[src/hdl/pcd_pkg.sv]
// pcd_pkg: shared widths, defaults and the command/status structs
// between the prufer decoder controller and datapath
// no dependencies
`timescale 1ns / 1ps
`default_nettype none

package pcd_pkg;

    localparam int NODE_W        = 7;   // node_count register width
    localparam int IDX_W         = 6;   // node index width
    localparam int MAX_NODES_DEF = 64;
    localparam int MIN_NODES     = 3;

    // controller -> datapath commands
    typedef struct packed {
        logic load_wr;      // store entry, read its degree
        logic load_upd;     // write back raised degree, count entry
        logic clear;        // degrees back to one, load count and error cleared
        logic scan_init;    // pointer and decode index to zero
        logic scan_rd;      // read degree at pointer
        logic scan_inc;     // pointer plus one, saturating at node_count-1
        logic leaf_sp;      // leaf takes pointer
        logic leaf_u;       // leaf takes current code entry
        logic code_rd;      // read code entry at decode index
        logic deg_rd;       // latch code entry, read its degree
        logic deg_wr;       // write back lowered degree, next index
        logic emit_edge;
        logic emit_last;
        logic emit_bad;
    } t_pcd_cmd;

    // datapath -> controller status
    typedef struct packed {
        logic load_last;    // entry being counted completes the sequence
        logic range_err;    // some entry of this sequence was out of range
        logic sp_at_end;    // pointer reached node_count-1
        logic deg_is_one;   // degree read back is one
        logic new_leaf;     // lowered degree is one and node lies behind pointer
        logic idx_done;     // all code entries consumed
    } t_pcd_sts;

endpackage

`default_nettype wire

[src/hdl/pcd_datapath.sv]
// pcd_datapath: code store, degree store with valid bits, counters, pointer
// and the registered result stage; depends on pcd_pkg
`timescale 1ns / 1ps
`default_nettype none

module pcd_datapath
    import pcd_pkg::*;
#(
    parameter int MAX_NODES = MAX_NODES_DEF
) (
    input  wire logic              i_clk,
    input  wire logic              i_rst_n,
    input  wire logic [NODE_W-1:0] i_nodes,
    input  wire logic              i_seq_clr,
    input  wire logic [IDX_W-1:0]  i_code_value,
    input  wire t_pcd_cmd          i_cmd,
    output t_pcd_sts               o_sts,
    output logic                   o_result_valid,
    output logic [IDX_W-1:0]       o_edge_leaf,
    output logic [IDX_W-1:0]       o_edge_other,
    output logic                   o_last_edge,
    output logic                   o_bad_code
);

    localparam int AW = (MAX_NODES > 1) ? $clog2(MAX_NODES) : 1;

    logic [IDX_W-1:0]  code_mem [MAX_NODES];
    logic [IDX_W-1:0]  deg_mem  [MAX_NODES];
    logic [MAX_NODES-1:0] r_deg_vld;

    logic [IDX_W-1:0]  r_v;
    logic              r_v_ok;
    logic [NODE_W-1:0] r_load_cnt;
    logic              r_range_err;
    logic [NODE_W-1:0] r_idx;
    logic [NODE_W-1:0] r_sp;
    logic [IDX_W-1:0]  r_leaf;
    logic [IDX_W-1:0]  r_u;
    logic [IDX_W-1:0]  r_deg_q;
    logic              r_deg_q_vld;
    logic [IDX_W-1:0]  r_code_q;

    logic              r_out_vld;
    logic [IDX_W-1:0]  r_out_leaf;
    logic [IDX_W-1:0]  r_out_other;
    logic              r_out_last;
    logic              r_out_bad;

    logic [AW-1:0]     deg_raddr;
    logic [AW-1:0]     deg_waddr;
    logic [IDX_W-1:0]  deg_wdata;
    logic              deg_we;
    logic [IDX_W-1:0]  deg_eff;
    logic [IDX_W-1:0]  deg_dec;
    logic              v_in_range;

    assign v_in_range = {1'b0, i_code_value} < i_nodes;
    assign deg_eff    = r_deg_q_vld ? r_deg_q : IDX_W'(1);
    assign deg_dec    = deg_eff - IDX_W'(1);

    always_comb begin
        priority if (i_cmd.load_wr) begin
            deg_raddr = i_code_value[AW-1:0];
        end else if (i_cmd.deg_rd) begin
            deg_raddr = r_code_q[AW-1:0];
        end else begin
            deg_raddr = r_sp[AW-1:0];
        end
    end

    always_comb begin
        if (i_cmd.load_upd) begin
            deg_waddr = r_v[AW-1:0];
            deg_wdata = deg_eff + IDX_W'(1);
            deg_we    = r_v_ok;
        end else begin
            deg_waddr = r_u[AW-1:0];
            deg_wdata = deg_dec;
            deg_we    = i_cmd.deg_wr;
        end
    end

    // memories
    always_ff @(posedge i_clk) begin
        if (i_cmd.load_wr) begin
            code_mem[r_load_cnt[AW-1:0]] <= i_code_value;
        end
        if (i_cmd.code_rd) begin
            r_code_q <= code_mem[r_idx[AW-1:0]];
        end
        if (deg_we) begin
            deg_mem[deg_waddr] <= deg_wdata;
        end
        if (i_cmd.load_wr || i_cmd.scan_rd || i_cmd.deg_rd) begin
            r_deg_q     <= deg_mem[deg_raddr];
            r_deg_q_vld <= r_deg_vld[deg_raddr];
        end
    end

    // control registers
    always_ff @(posedge i_clk) begin
        if (!i_rst_n) begin
            r_deg_vld   <= '0;
            r_load_cnt  <= '0;
            r_range_err <= 1'b0;
            r_out_vld   <= 1'b0;
        end else begin
            r_out_vld <= i_cmd.emit_edge | i_cmd.emit_last | i_cmd.emit_bad;
            if (i_cmd.clear || i_seq_clr) begin
                r_deg_vld   <= '0;
                r_load_cnt  <= '0;
                r_range_err <= 1'b0;
            end else begin
                if (deg_we) begin
                    r_deg_vld[deg_waddr] <= 1'b1;
                end
                if (i_cmd.load_wr && !v_in_range) begin
                    r_range_err <= 1'b1;
                end
                if (i_cmd.load_upd) begin
                    r_load_cnt <= r_load_cnt + NODE_W'(1);
                end
            end
        end
    end

    // payload registers
    always_ff @(posedge i_clk) begin
        if (i_cmd.load_wr) begin
            r_v    <= i_code_value;
            r_v_ok <= v_in_range;
        end
        if (i_cmd.scan_init) begin
            r_sp  <= '0;
            r_idx <= '0;
        end
        if (i_cmd.scan_inc && (r_sp < i_nodes - NODE_W'(1))) begin
            r_sp <= r_sp + NODE_W'(1);
        end
        if (i_cmd.deg_wr) begin
            r_idx <= r_idx + NODE_W'(1);
        end
        if (i_cmd.deg_rd) begin
            r_u <= r_code_q;
        end
        if (i_cmd.leaf_sp) begin
            r_leaf <= r_sp[IDX_W-1:0];
        end else if (i_cmd.leaf_u) begin
            r_leaf <= r_u;
        end
        if (i_cmd.emit_edge) begin
            r_out_leaf  <= r_leaf;
            r_out_other <= r_code_q;
            r_out_last  <= 1'b0;
            r_out_bad   <= 1'b0;
        end else if (i_cmd.emit_last) begin
            r_out_leaf  <= r_leaf;
            r_out_other <= IDX_W'(i_nodes - NODE_W'(1));
            r_out_last  <= 1'b1;
            r_out_bad   <= 1'b0;
        end else if (i_cmd.emit_bad) begin
            r_out_leaf  <= '0;
            r_out_other <= '0;
            r_out_last  <= 1'b1;
            r_out_bad   <= 1'b1;
        end
    end

    always_comb begin
        o_sts.load_last  = (r_load_cnt + NODE_W'(1)) >= (i_nodes - NODE_W'(2));
        o_sts.range_err  = r_range_err;
        o_sts.sp_at_end  = r_sp >= (i_nodes - NODE_W'(1));
        o_sts.deg_is_one = deg_eff == IDX_W'(1);
        o_sts.new_leaf   = (deg_dec == IDX_W'(1)) && ({1'b0, r_u} < r_sp);
        o_sts.idx_done   = r_idx == (i_nodes - NODE_W'(2));
    end

    assign o_result_valid = r_out_vld;
    assign o_edge_leaf    = r_out_leaf;
    assign o_edge_other   = r_out_other;
    assign o_last_edge    = r_out_last;
    assign o_bad_code     = r_out_bad;

endmodule

`default_nettype wire

[src/hdl/pcd_ctrl.sv]
// pcd_ctrl: load and decode sequencer for the prufer decoder
// depends on pcd_pkg
`timescale 1ns / 1ps
`default_nettype none

module pcd_ctrl
    import pcd_pkg::*;
(
    input  wire logic     i_clk,
    input  wire logic     i_rst_n,
    input  wire logic     i_start,
    input  wire t_pcd_sts i_sts,
    output t_pcd_cmd      o_cmd,
    output logic          o_busy
);

    typedef enum logic [7:0] {
        S_IDLE     = 8'b0000_0001,
        S_LOAD     = 8'b0000_0010,
        S_SCAN_RD  = 8'b0000_0100,
        S_SCAN_CHK = 8'b0000_1000,
        S_CODE_RD  = 8'b0001_0000,
        S_DEG_RD   = 8'b0010_0000,
        S_DEG_WR   = 8'b0100_0000,
        S_SPARE    = 8'b1000_0000
    } t_state;

    t_state r_state;
    t_state n_state;

    always_ff @(posedge i_clk) begin
        if (!i_rst_n) begin
            r_state <= S_IDLE;
        end else begin
            r_state <= n_state;
        end
    end

    always_comb begin
        o_cmd   = '0;
        n_state = r_state;
        unique case (r_state)
            S_IDLE: begin
                if (i_start) begin
                    o_cmd.load_wr = 1'b1;
                    n_state       = S_LOAD;
                end
            end
            S_LOAD: begin
                o_cmd.load_upd = 1'b1;
                if (!i_sts.load_last) begin
                    n_state = S_IDLE;
                end else if (i_sts.range_err) begin
                    o_cmd.emit_bad = 1'b1;
                    o_cmd.clear    = 1'b1;
                    n_state        = S_IDLE;
                end else begin
                    o_cmd.scan_init = 1'b1;
                    n_state         = S_SCAN_RD;
                end
            end
            S_SCAN_RD: begin
                if (i_sts.sp_at_end) begin
                    o_cmd.leaf_sp = 1'b1;
                    n_state       = S_CODE_RD;
                end else begin
                    o_cmd.scan_rd = 1'b1;
                    n_state       = S_SCAN_CHK;
                end
            end
            S_SCAN_CHK: begin
                if (i_sts.deg_is_one) begin
                    o_cmd.leaf_sp = 1'b1;
                    n_state       = S_CODE_RD;
                end else begin
                    o_cmd.scan_inc = 1'b1;
                    n_state        = S_SCAN_RD;
                end
            end
            S_CODE_RD: begin
                if (i_sts.idx_done) begin
                    o_cmd.emit_last = 1'b1;
                    o_cmd.clear     = 1'b1;
                    n_state         = S_IDLE;
                end else begin
                    o_cmd.code_rd = 1'b1;
                    n_state       = S_DEG_RD;
                end
            end
            S_DEG_RD: begin
                o_cmd.deg_rd    = 1'b1;
                o_cmd.emit_edge = 1'b1;
                n_state         = S_DEG_WR;
            end
            S_DEG_WR: begin
                o_cmd.deg_wr = 1'b1;
                if (i_sts.new_leaf) begin
                    o_cmd.leaf_u = 1'b1;
                    n_state      = S_CODE_RD;
                end else begin
                    o_cmd.scan_inc = 1'b1;
                    n_state        = S_SCAN_RD;
                end
            end
            default: begin
                n_state = S_IDLE;
            end
        endcase
    end

    assign o_busy = r_state != S_IDLE;

endmodule

`default_nettype wire

[src/hdl/prufer_code_decoder_unit.sv]
// prufer_code_decoder_unit: top level of the prufer sequence decoder
// holds the node_count register; instantiates pcd_ctrl and pcd_datapath (pcd_pkg)
`timescale 1ns / 1ps
`default_nettype none

// channel   | signals                                          | direction
// ----------+--------------------------------------------------+----------
// input     | start, i_code_value (busy is out)                | in
// result    | o_result_valid, o_edge_leaf, o_edge_other,       | out
//           | o_last_edge, o_bad_code                          |
// config    | i_cfg_we, i_cfg_wdata (node_count)               | in
//
// an entry transfer takes place when start is high and busy is low; each
// entry is a degree read, then a write back of the raised degree (busy high)
// after the last entry the decode runs: each pointer step over the degree
// memory (one read port, registered data) reads a degree and then checks it,
// but a pointer at node_count-1 is taken unread; each code entry is read, its
// degree read, then written back lowered; a closing step emits the last edge
// results come out one cycle each on o_result_valid; the receiver cannot
// stall them. reset is synchronous, active low, and sets node_count to 64
// degrees return to one through per-entry valid bits, all cleared at once

module prufer_code_decoder_unit
    import pcd_pkg::*;
#(
    parameter int MAX_NODES = MAX_NODES_DEF
) (
    input  wire logic              i_clk,
    input  wire logic              i_rst_n,
    input  wire logic              start,
    output logic                   busy,
    input  wire logic [IDX_W-1:0]  i_code_value,
    input  wire logic              i_cfg_we,
    input  wire logic [NODE_W-1:0] i_cfg_wdata,
    output logic                   o_result_valid,
    output logic [IDX_W-1:0]       o_edge_leaf,
    output logic [IDX_W-1:0]       o_edge_other,
    output logic                   o_last_edge,
    output logic                   o_bad_code
);

    logic [NODE_W-1:0] r_node_count;
    logic [NODE_W-1:0] nodes_eff;
    t_pcd_cmd          cmd;
    t_pcd_sts          sts;
    logic              ctrl_busy;
    logic              start_ok;

    // node_count register; any write also abandons a partly loaded sequence
    always_ff @(posedge i_clk) begin
        if (!i_rst_n) begin
            r_node_count <= NODE_W'(MAX_NODES_DEF);
        end else if (i_cfg_we) begin
            r_node_count <= i_cfg_wdata;
        end
    end

    // clamp to the supported node range
    always_comb begin
        priority if (r_node_count < NODE_W'(MIN_NODES)) begin
            nodes_eff = NODE_W'(MIN_NODES);
        end else if (r_node_count > NODE_W'(MAX_NODES)) begin
            nodes_eff = NODE_W'(MAX_NODES);
        end else begin
            nodes_eff = r_node_count;
        end
    end

    assign start_ok = start & ~ctrl_busy;
    assign busy     = ctrl_busy;

    pcd_ctrl u_ctrl (
        .i_clk   (i_clk),
        .i_rst_n (i_rst_n),
        .i_start (start_ok),
        .i_sts   (sts),
        .o_cmd   (cmd),
        .o_busy  (ctrl_busy)
    );

    pcd_datapath #(
        .MAX_NODES (MAX_NODES)
    ) u_datapath (
        .i_clk          (i_clk),
        .i_rst_n        (i_rst_n),
        .i_nodes        (nodes_eff),
        .i_seq_clr      (i_cfg_we),
        .i_code_value   (i_code_value),
        .i_cmd          (cmd),
        .o_sts          (sts),
        .o_result_valid (o_result_valid),
        .o_edge_leaf    (o_edge_leaf),
        .o_edge_other   (o_edge_other),
        .o_last_edge    (o_last_edge),
        .o_bad_code     (o_bad_code)
    );

endmodule

`default_nettype wire

[config.mk]
export PLATFORM = sky130hd
export DESIGN_NAME = prufer_code_decoder_unit
export DESIGN_NICKNAME = d
export VERILOG_FILES = /design/src/hdl/pcd_pkg.sv /design/src/hdl/pcd_datapath.sv /design/src/hdl/pcd_ctrl.sv /design/src/hdl/prufer_code_decoder_unit.sv
export SDC_FILE = /design/constraint.sdc
export NUM_CORES = 1
export LEC_CHECK = 0
export BUFFER_PORTS_ARGS = -buffer_cell sky130_fd_sc_hd__buf_2
export CORE_UTILIZATION = 55
export CTS_CLUSTER_DIAMETER = 40
export DETAILED_ROUTE_END_ITERATION = 8
export GPL_ROUTABILITY_DRIVEN = 0
export PLACE_DENSITY = 0.71
export SYNTH_ARGS = -nofsm -noshare
export SYNTH_HDL_FRONTEND = slang
export SYNTH_SLANG_ARGS = --single-unit
export TNS_END_PERCENT = 30
[constraint.sdc]
create_clock -name i_clk -period 5.2 [get_ports i_clk]
set_clock_uncertainty 0.2 [all_clocks]
set_input_delay 1.04 -clock i_clk [delete_from_list [all_inputs] [get_ports i_clk]]
set_output_delay 1.04 -clock i_clk [all_outputs]
set_load 0.02 [all_outputs]
---- After elaboration in Yosys (flattened, before gate mapping) ----
Memory sizes are Yosys's and may differ from the RTL's. A register that Yosys moved wholly into a read port is not among the register bits.
Cells that the tools add are included.
cells by class
  add/subtract/negate cells ............... 7
  $lt $le $gt $ge ......................... 10
  eq/ne operators ......................... 12
  muxes and demuxes ....................... 62
  bitwise gates (word level) .............. 6
  reductions and logical operators ........ 15
operator list
  cell                 number
  $mux 6               13
  $or 64x64->64        1
  $pmux 8 s7           1
  $mux 7               5
  $mux 1               31
  $add 7x1->7 const B  3
  $mux 5               3
  $ge 7x7->1           2
  $lt 6x7->1           2
  $lt 6x7->1 const B   2
  $eq 6x1->1 const B   2
  $eq 8x1->1 const B   1
  $eq 8x2->1 const B   1
  $eq 8x3->1 const B   1
  $eq 8x4->1 const B   1
  $eq 8x5->1 const B   1
  $eq 8x6->1 const B   1
  $eq 8x7->1 const B   1
  $mux 8               1
  $ne 8x1->1 const B   1
  $reduce_bool 2->1    4
  $eq 7x7->1           1
  $gt 7x7->1 const B   1
  $lt 7x2->1 const B   1
  other kinds (20)     31
word-level totals
  register bits after elaboration ......... 136
  memory bits (writable) .................. 768
  input port bits ......................... 17
  output and inout bits ................... 16
  logic and storage cells ................. 131
  memories ................................ 2
memories
  name                 depth  width  rd ports  clocked after memory_dff  wr ports  RTL line            RTL
  u_datapath.code_mem  64     6      1         1                         1         pcd_datapath.sv:27  logic [IDX_W-1:0] code_mem [MAX_NODES];
  u_datapath.deg_mem   64     6      1         1                         1         pcd_datapath.sv:28  logic [IDX_W-1:0] deg_mem [MAX_NODES];

---- Depth between registers and ports, before layout ----
Gate-level depths: netlist of the first run.
  depth in word-level cells ............... 10
  gate-level depth with buffers ........... 14
  mapped depth without buffers ............ 14

---- Cells and area by module ----
Synthesis of the first run repeated with hierarchy kept, for this count alone.
unflattened totals
  cell total of the unflattened synthesis .. 2496
  area, all modules ....................... 37507.2 um^2
by module, submodules not included
  module                    instances  cells an instance  area each (um^2)  seq. area each (um^2)
  pcd_datapath              1          2411               36702.7           26305.2
  pcd_ctrl                  1          52                 484.2             140.1
  prufer_code_decoder_unit  1          33                 320.3             140.1

---- Worst setup path before layout of the first run ----
OpenSTA, ideal clock, no wires.
  path type ............................... reg2reg
  start ................................... reg u_datapath.r_deg_q_vld
  end ..................................... mem u_datapath.deg_mem[0][4] (data pin)
  setup time .............................. 588 ps
  arrival ................................. 3877 ps
  data required time ...................... 4412 ps
  slack ................................... 535 ps
  cell stages (with the launch flop) ...... 7
  path buffers ............................ 1
  clock period less this slack ............ 4665 ps
  path through ............................ edfxtp_1 > clkbuf_1 > nand2b_1 > inv_1 > ha_1 > nand2_1 > a31oi_1
on the way
  word-level cells in the longest chain between the ends .. 3
  elaborated cells between the ends (all ways) .. 4
  those cells by class .................... add/sub (2); mux (2)
RTL lines
  element                                     RTL line                                RTL
  from (decl)                                 pcd_datapath.sv:40                      logic r_deg_q_vld;
  from (signal assigned)                      pcd_datapath.sv:96                      r_deg_q_vld <= r_deg_vld[deg_raddr];
  $mux 6 *                                    pcd_datapath.sv:58                      assign deg_eff = r_deg_q_vld ? r_deg_q : IDX_W'(1);
  $sub 6x1->6 or $add 6x1->6 (tied branches)  pcd_datapath.sv:59, pcd_datapath.sv:74
  $mux 6 *                                    pcd_datapath.sv:72                      if (i_cmd.load_upd) begin
  via u_datapath.deg_wdata[4]                 pcd_datapath.sv:51                      logic [IDX_W-1:0] deg_wdata;
  to (decl)                                   pcd_datapath.sv:28
Mark *: on every way through the listed nets, which the timed path passes. The rest lies on a longest branch.

---- Final worst setup path of the first run ----
  start ................................... reg r_node_count[3]
  end ..................................... reg u_datapath.r_leaf[3] (data pin)
on the way
  word-level cells in the longest chain between the ends .. 8
  elaborated cells between the ends (all ways) .. 9
  those cells by class .................... add/sub (1); order compare (3); mux (5)
RTL lines
  element                 RTL line                        RTL
  from (decl)             prufer_code_decoder_unit.sv:42  logic [NODE_W-1:0] r_node_count;
  from (signal assigned)  prufer_code_decoder_unit.sv:52  r_node_count <= NODE_W'(MAX_NODES_DEF);
  from (signal assigned)  prufer_code_decoder_unit.sv:54  r_node_count <= i_cfg_wdata;
  $gt 7x7->1              prufer_code_decoder_unit.sv:62  end else if (r_node_count > NODE_W'(MAX_NODES)) begin
  $mux 7                  prufer_code_decoder_unit.sv:62
  $mux 7 *                prufer_code_decoder_unit.sv:60  priority if (r_node_count < NODE_W'(MIN_NODES)) begin
  $sub 7x1->7 *           pcd_datapath.sv:172             o_sts.sp_at_end = r_sp >= (i_nodes - NODE_W'(1));
  $ge 7x7->1 *            pcd_datapath.sv:172
  $mux 1 *                pcd_ctrl.sv:63                  if (i_sts.sp_at_end) begin
  $pmux 1 s2 *            pcd_ctrl.sv:42                  unique case (r_state)
  $mux 6 *                pcd_datapath.sv:146             if (i_cmd.leaf_sp) begin
  to (signal assigned)    pcd_datapath.sv:147             r_leaf <= r_sp[IDX_W-1:0];
  to (signal assigned)    pcd_datapath.sv:149             r_leaf <= r_u;
  to (decl)               pcd_datapath.sv:37              logic [IDX_W-1:0] r_leaf;
Mark *: on every way between the ends. The rest lies on a longest branch, timed or not.
A chain may end at the register's enable or synchronous reset.

==> results of run 1 <==
layout by cell type, fill, tap and decap left out, types with 7 or more instances in the layout:
cell type	synthesis	final
edfxtp_1	826	826
nor2_1	323	323
nand2_1	280	280
mux4_2	130	130
clkbuf_16	0	114
mux2i_1	102	102
a21oi_1	94	94
dfxtp_1	89	89
nand3_1	77	77
buf_4	12	43
ha_1	33	33
buf_2	41	32
nor3_1	29	29
o221ai_1	28	28
nand4_1	25	25
a32oi_1	23	23
xnor2_1	20	19
a22oi_1	19	19
clkinv_2	0	19
xor2_1	19	18
inv_1	19	18
bufinv_16	0	18
o21ai_0	17	17
inv_6	0	14
nand2b_1	13	13
o22ai_1	13	13
nand3b_1	13	13
o211ai_1	11	11
clkinvlp_4	0	11
clkinv_1	2	10
mux2_2	10	10
or3_1	9	9
a21o_1	9	9
and2_1	11	9
clkinv_4	0	8
buf_12	0	8
and3_1	7	7
a22o_1	7	7
worst min-delay path by stage:
stage | slack, ps | start | cells after the start | endpoint
floorplan | 220 | u_datapath.r_code_q[0] | 0 | u_datapath.r_u[0]
global placement | 230 | u_datapath.o_last_edge | 2 | u_datapath.o_last_edge
detailed placement | 240 | u_datapath.o_last_edge | 2 | u_datapath.o_last_edge
CTS | 240 | u_datapath.o_last_edge | 2 | u_datapath.o_last_edge
global route | 270 | u_datapath.r_code_q[0] | 0 | u_datapath.r_u[0]
finish | 240 | u_datapath.o_last_edge | 2 | u_datapath.o_last_edge
Yosys cell counts, types with 29 or more instances:
library cell / n / area [um^2]
nand3_1: 77 / 385
mux4_2: 130 / 2930
nor3_1: 29 / 145
mux2i_1: 102 / 1020
clkbuf_1: 54 / 203
a21oi_1: 94 / 470
ha_1: 33 / 413
dfxtp_1: 89 / 1780
nor2_1: 323 / 1210
nand2_1: 280 / 1050
buf_2: 41 / 205
edfxtp_1: 826 / 24800
final cells by class:
cell class,instances,area share
Tap cell,873,0.0255
Timing Repair Buffer,83,0.0150
Inverter,22,0.00193
Multi-Input combinational cell,1407,0.242
Sequential cell,915,0.621
Clock inverter,88,0.0260
Clock buffer,120,0.0679
worst max-delay path, cell delays in order, from the launching register on:
cell	delay, ps
dfxtp_1	350
nor4_1	560
nor2_1	80
nor2_1	220
inv_1	180
ha_1	350
ha_1	300
nor2b_1	170
o21a_1	140
o21a_1	110
o21ai_0	70
a21oi_1	550
o21ai_0	160
a21oi_1	590
mux2_2	410
power breakdown:
group	total, mW	internal [mW]	switching [mW]
clock	8.22	5.02	3.21
sequential	8.27	8.23	0.0363
combinational	1.14	0.309	0.834
total	17.6	13.6	4.08
per-stage QoR:
stage	setup WS (ps)	total power, mW	instance area [um^2]	hold slack, ps
final	496	17.6	42800	240
after floorplan	535	9.08	37600	217
after CTS	599	17.7	42800	244
after global placement	735	9.51	38800	234
after global routing	225	18.1	42800	271
after detailed placement	628	9.54	38800	236
sequential cells by signal, summed over array words and instances (netlist names), 7 cells and up:
| name | flops |
|---|---|
| u_datapath.r_deg_vld | 64 |
| u_ctrl.r_state | 7 |
| u_datapath.r_sp | 7 |
| r_node_count | 7 |
| u_datapath.code_mem | 384 |
| u_datapath.r_idx | 7 |
| u_datapath.deg_mem | 384 |
| u_datapath.r_load_cnt | 7 |
metal layers:
layer	wire length, um	global-route usage
met3	9180	0.0526
met2	42000	0.404
met1	37800	0.388
met4	2040	0.0706
met5	13	0
logic make-up after synthesis:
family,share of synthesized area
flops,0.706
xor+xnor,0.00908
buf+inv,0.0202
other cells,0.0000996
compound gates,0.0515
fa+ha+maj,0.0110
mux,0.108
simple gates,0.0939
==> summary.txt, run 1 <==
Setup path
  • R2R depth: 14
  • Worst Setup End Kind: flop
  • Crit path launch type: flop
  • Crit path required time: 5420 ps
  • Crit Path Max Fanout: 10
  • Crit. Startpoint: r_node_count[3]
  • Reg-to-Reg End: u_datapath.r_leaf[3]
  • Critical Path End: u_datapath.r_leaf[3]
  • R2r startpoint: r_node_count[3]
  • R2R setup slack: 500 ps
  • WS Path Type: reg -> reg
  • Arr. time, crit path: 4930 ps

STA
  • Worst slew pin tran: 1250 ps
  • Max-slew violation count: 0
  • Fin crit share: 0.905
  • Final Hold Viols: 0
  • Max_slew headroom: 0.161
  • Min Tclk post-route: 4700 ps
  • RSZ-0062 raised after global routing: no
  • Max Fclk: 213 MHz
  • Setup TNS: 0 ps
  • Setup violators final: 0

Die
  • Die Ht: 264 um
  • Die area: 0.0695 mm^2
  • Die Wd: 264 um
  • Core ar.: 0.0674 mm^2
  • I/O pin count: 33
  • Starting density of the core: 0.558
  • Row count: 95

Clock network
  • CTS Hold Bufs: 0
  • CTS Buf Count: 113
  • H-tree depth: 3
  • CTS tree: built
  • Worst-path clk slew: 60 ps
  • Setup Buffers After CTS: 0
  • Clock buffer depth: 3
  • Cts repair resizes: 0
  • Root Buffer: clkbuf_16
  • Clock sink count: 915
  • Worst skew pair latency: 690 ps

Logic synthesis
  • Asr flop ratio synth: 0
  • Mapped Area: 0.0376 mm^2
  • Synth warn: 0
  • Gate Count Post-Synth: 2480
  • Avg Synthesized Cell Area: 15.2 um^2
  • Syn Nets: 2530
  • Post-synth top flop: edfxtp_1
  • Sequential share of the synthesized area: 0.706
  • Distinct cell type count after synthesis: 75
  • Number of synthesized flops with an enable pin: 826
  • Register bit count reported by yosys: 915

Final layout
  • Multi-input gate area: 0.0104 mm^2
  • Synth-to-layout area growth: 13.7%
  • NumNets Final: 2592
  • # fillers: 4590
  • Share of cells above drive strength 1: 0.171
  • Antenna diodes: 0
  • Layout Utilization: 0.635
  • Flip-flop and latch area: 0.0266 mm^2
  • Non-Filler Instances: 3508

Placement
  • HPWL after DPL: 57100 um
  • Buffers on Ports: 32
  • Placed Cells incl. Taps: 3300

Power
  • VDD IR max: 0.309 mV
  • LEAKAGE: 13.9 nW
  • P per Cell Area: 412 mW/mm^2

Global route
  • Total gr overflow: 0
  • First-pass GRT wire length: 137000 um
  • Vias in the first global route: 21920
  • Initial antenna violation count: 1
  • Aggregate global-route resource usage: 0.264
  • Largest net degree at the start of global routing: 100

Route
  • DR iter-0 viols: 2854
  • DR WL/cell: 26.0 um
  • Post-route ant nets: 0
  • Via count: 22403
  • Total wire length: 91100 um
  • TritonRoute pass-1 iters: 6
  • DRC viols: 0
  • DR vias/cell: 6.39

Min path
  • Worst min path class: reg -> reg

Run
  • Max_cap viols: 0

Run status
  • Outcome: completed
No activity file was read; power rests on OpenSTA's default activity.
==> run 2: changes to the inputs <==
--- a/config.mk
+++ b/config.mk
@@ -6,6 +6,7 @@
 export NUM_CORES = 1
 export LEC_CHECK = 0
 export BUFFER_PORTS_ARGS = -buffer_cell sky130_fd_sc_hd__buf_2
+export CORE_MARGIN = 4
 export CORE_UTILIZATION = 55
 export CTS_CLUSTER_DIAMETER = 40
 export DETAILED_ROUTE_END_ITERATION = 8
==> summary.txt, run 2 (synthesis results as in run 1) <==
Run status
  • Outcome: completed

Route
  • DR vias/cell: 6.30
  • Via count: 22156
  • DR WL/cell: 25.6 um
  • Total wire length: 90100 um
  • DRC viols: 0
  • DR iter-0 viols: 2768
  • Post-route ant nets: 0
  • TritonRoute pass-1 iters: 6

Die
  • Row count: 95
  • Die area: 0.0727 mm^2
  • Core ar.: 0.0675 mm^2
  • Die Ht: 270 um
  • I/O pin count: 33
  • Starting density of the core: 0.557
  • Die Wd: 270 um

STA
  • Setup TNS: 0 ps
  • Max_slew headroom: 0.168
  • Min Tclk post-route: 4550 ps
  • RSZ-0062 raised after global routing: no
  • Max Fclk: 220 MHz
  • Fin crit share: 0.875
  • Max-slew violation count: 0
  • Final Hold Viols: 0
  • Setup violators final: 0
  • Worst slew pin tran: 1250 ps

Clock network
  • Worst-path clk slew: 60 ps
  • H-tree depth: 3
  • CTS Hold Bufs: 0
  • Root Buffer: clkbuf_16
  • Worst skew pair latency: 660 ps
  • CTS Buf Count: 110
  • Clock sink count: 915
  • Clock buffer depth: 3
  • CTS tree: built

Power
  • LEAKAGE: 13.9 nW
  • VDD IR max: 0.276 mV
  • P per Cell Area: 405 mW/mm^2

Final layout
  • Cell area after layout: 0.0427 mm^2
  • Most frequent cells in the layout: 826 x edfxtp_1, 323 x nor2_1, 280 x nand2_1, 130 x mux4_2, 114 x clkbuf_16
  • Synth-to-layout area growth: 13.4%
  • Share of cells above drive strength 1: 0.170
  • Commonest non-fill, non-tap cell in the layout: edfxtp_1
  • NumNets Final: 2598
  • Antenna diodes: 0

Setup path
  • Worst Setup End Kind: flop
  • Arr. time, crit path: 4950 ps
  • Crit path required time: 5600 ps
  • Crit path launch type: flop
  • Crit Path Max Fanout: 33
  • WS Path Type: reg -> reg

Run
  • Max_cap viols: 0

Global route
  • Largest net degree at the start of global routing: 100
  • Total gr overflow: 0
  • First-pass GRT wire length: 137000 um
  • Aggregate global-route resource usage: 0.246
  • Initial antenna violation count: 6
  • Vias in the first global route: 21930

Placement
  • Buffers on Ports: 32
  • Cell Area, Placed: 0.0388 mm^2
  • HPWL after DPL: 57100 um

Min path
  • Worst min path class: reg -> reg
==> run 2: cell count changes in the layout (fill, tap and decap cells not counted), sizes merged <==
cell,change
buf,+9
bufinv,-6
clkbuf,+16
clkinv,-5
clkinvlp,-2
inv,-4
==> run 2: final timing paths <==
kind / from / endpoint / slack (ps) / cells after the start
min reg2reg: u_datapath.o_last_edge / u_datapath.o_last_edge / 240 / 2
max reg2reg: r_node_count[3] / u_datapath.r_deg_vld[60] / 650 / 11
max: r_node_count[3] / u_datapath.r_deg_vld[60] / 650 / 11
min: u_datapath.o_last_edge / u_datapath.o_last_edge / 240 / 2
==> run 2: layout make-up <==
type                    count  area, um^2
inverters                  22        82.6
repair buffers             92         686
well taps                 873        1090
multi-input cells        1407       10400
clock buffers             136        3000
flip-flops and latches    915       26600
clock inverters            71         847
fillers                  4694       24800
==> run 2: what timing repair did <==
item | CTS | global route
resized for setup | 0 | 1
setup buffers | 0 | 0
setup endpoints to repair | 0 | 6
==> run 2: per-layer routing <==
metal | track usage | wire [um] | vias to the layer above
met3 | 0.0663 | 9220 | 199
li1 | - | - | 9663
met2 | 0.377 | 41200 | 1156
met1 | 0.349 | 36800 | 11134
met4 | 0.0779 | 2870 | 4
met5 | 0 | 27 | -
==> run 2: power by group <==
| group | leakage (nW) | internal, mW | total [mW] | switching [mW] |
|---|---|---|---|---|
| registers | 8.18 | 8.23 | 8.27 | 0.0360 |
| logic | 3.84 | 0.312 | 1.15 | 0.838 |
| clock network | 1.86 | 4.75 | 7.85 | 3.09 |
==> run 2: through the flow <==
step | power, mW | std cells | hold WS [ps] | setup slack (ps) | utilization
finish | 17.3 | 3516 | 240 | 650 | 0.632
global route | 17.8 | 3516 | 277 | 179 | 0.632
CTS | 17.3 | 3516 | 245 | 554 | 0.632
detailed placement | 9.55 | 3309 | 236 | 588 | 0.575
global placement | 9.52 | 3309 | 239 | 653 | 0.575
floorplan | 9.08 | 2480 | 217 | 535 | -
==> run 2: critical path: stages (launching register included) <==
cell	delay, ps
dfxtp_1	350
nor4_1	540
o21bai_1	300
ha_1	330
xor2_1	290
ha_1	280
a21o_1	150
a21o_1	210
a211oi_1	460
o2111ai_4	700
buf_4	500
nor2_1	140
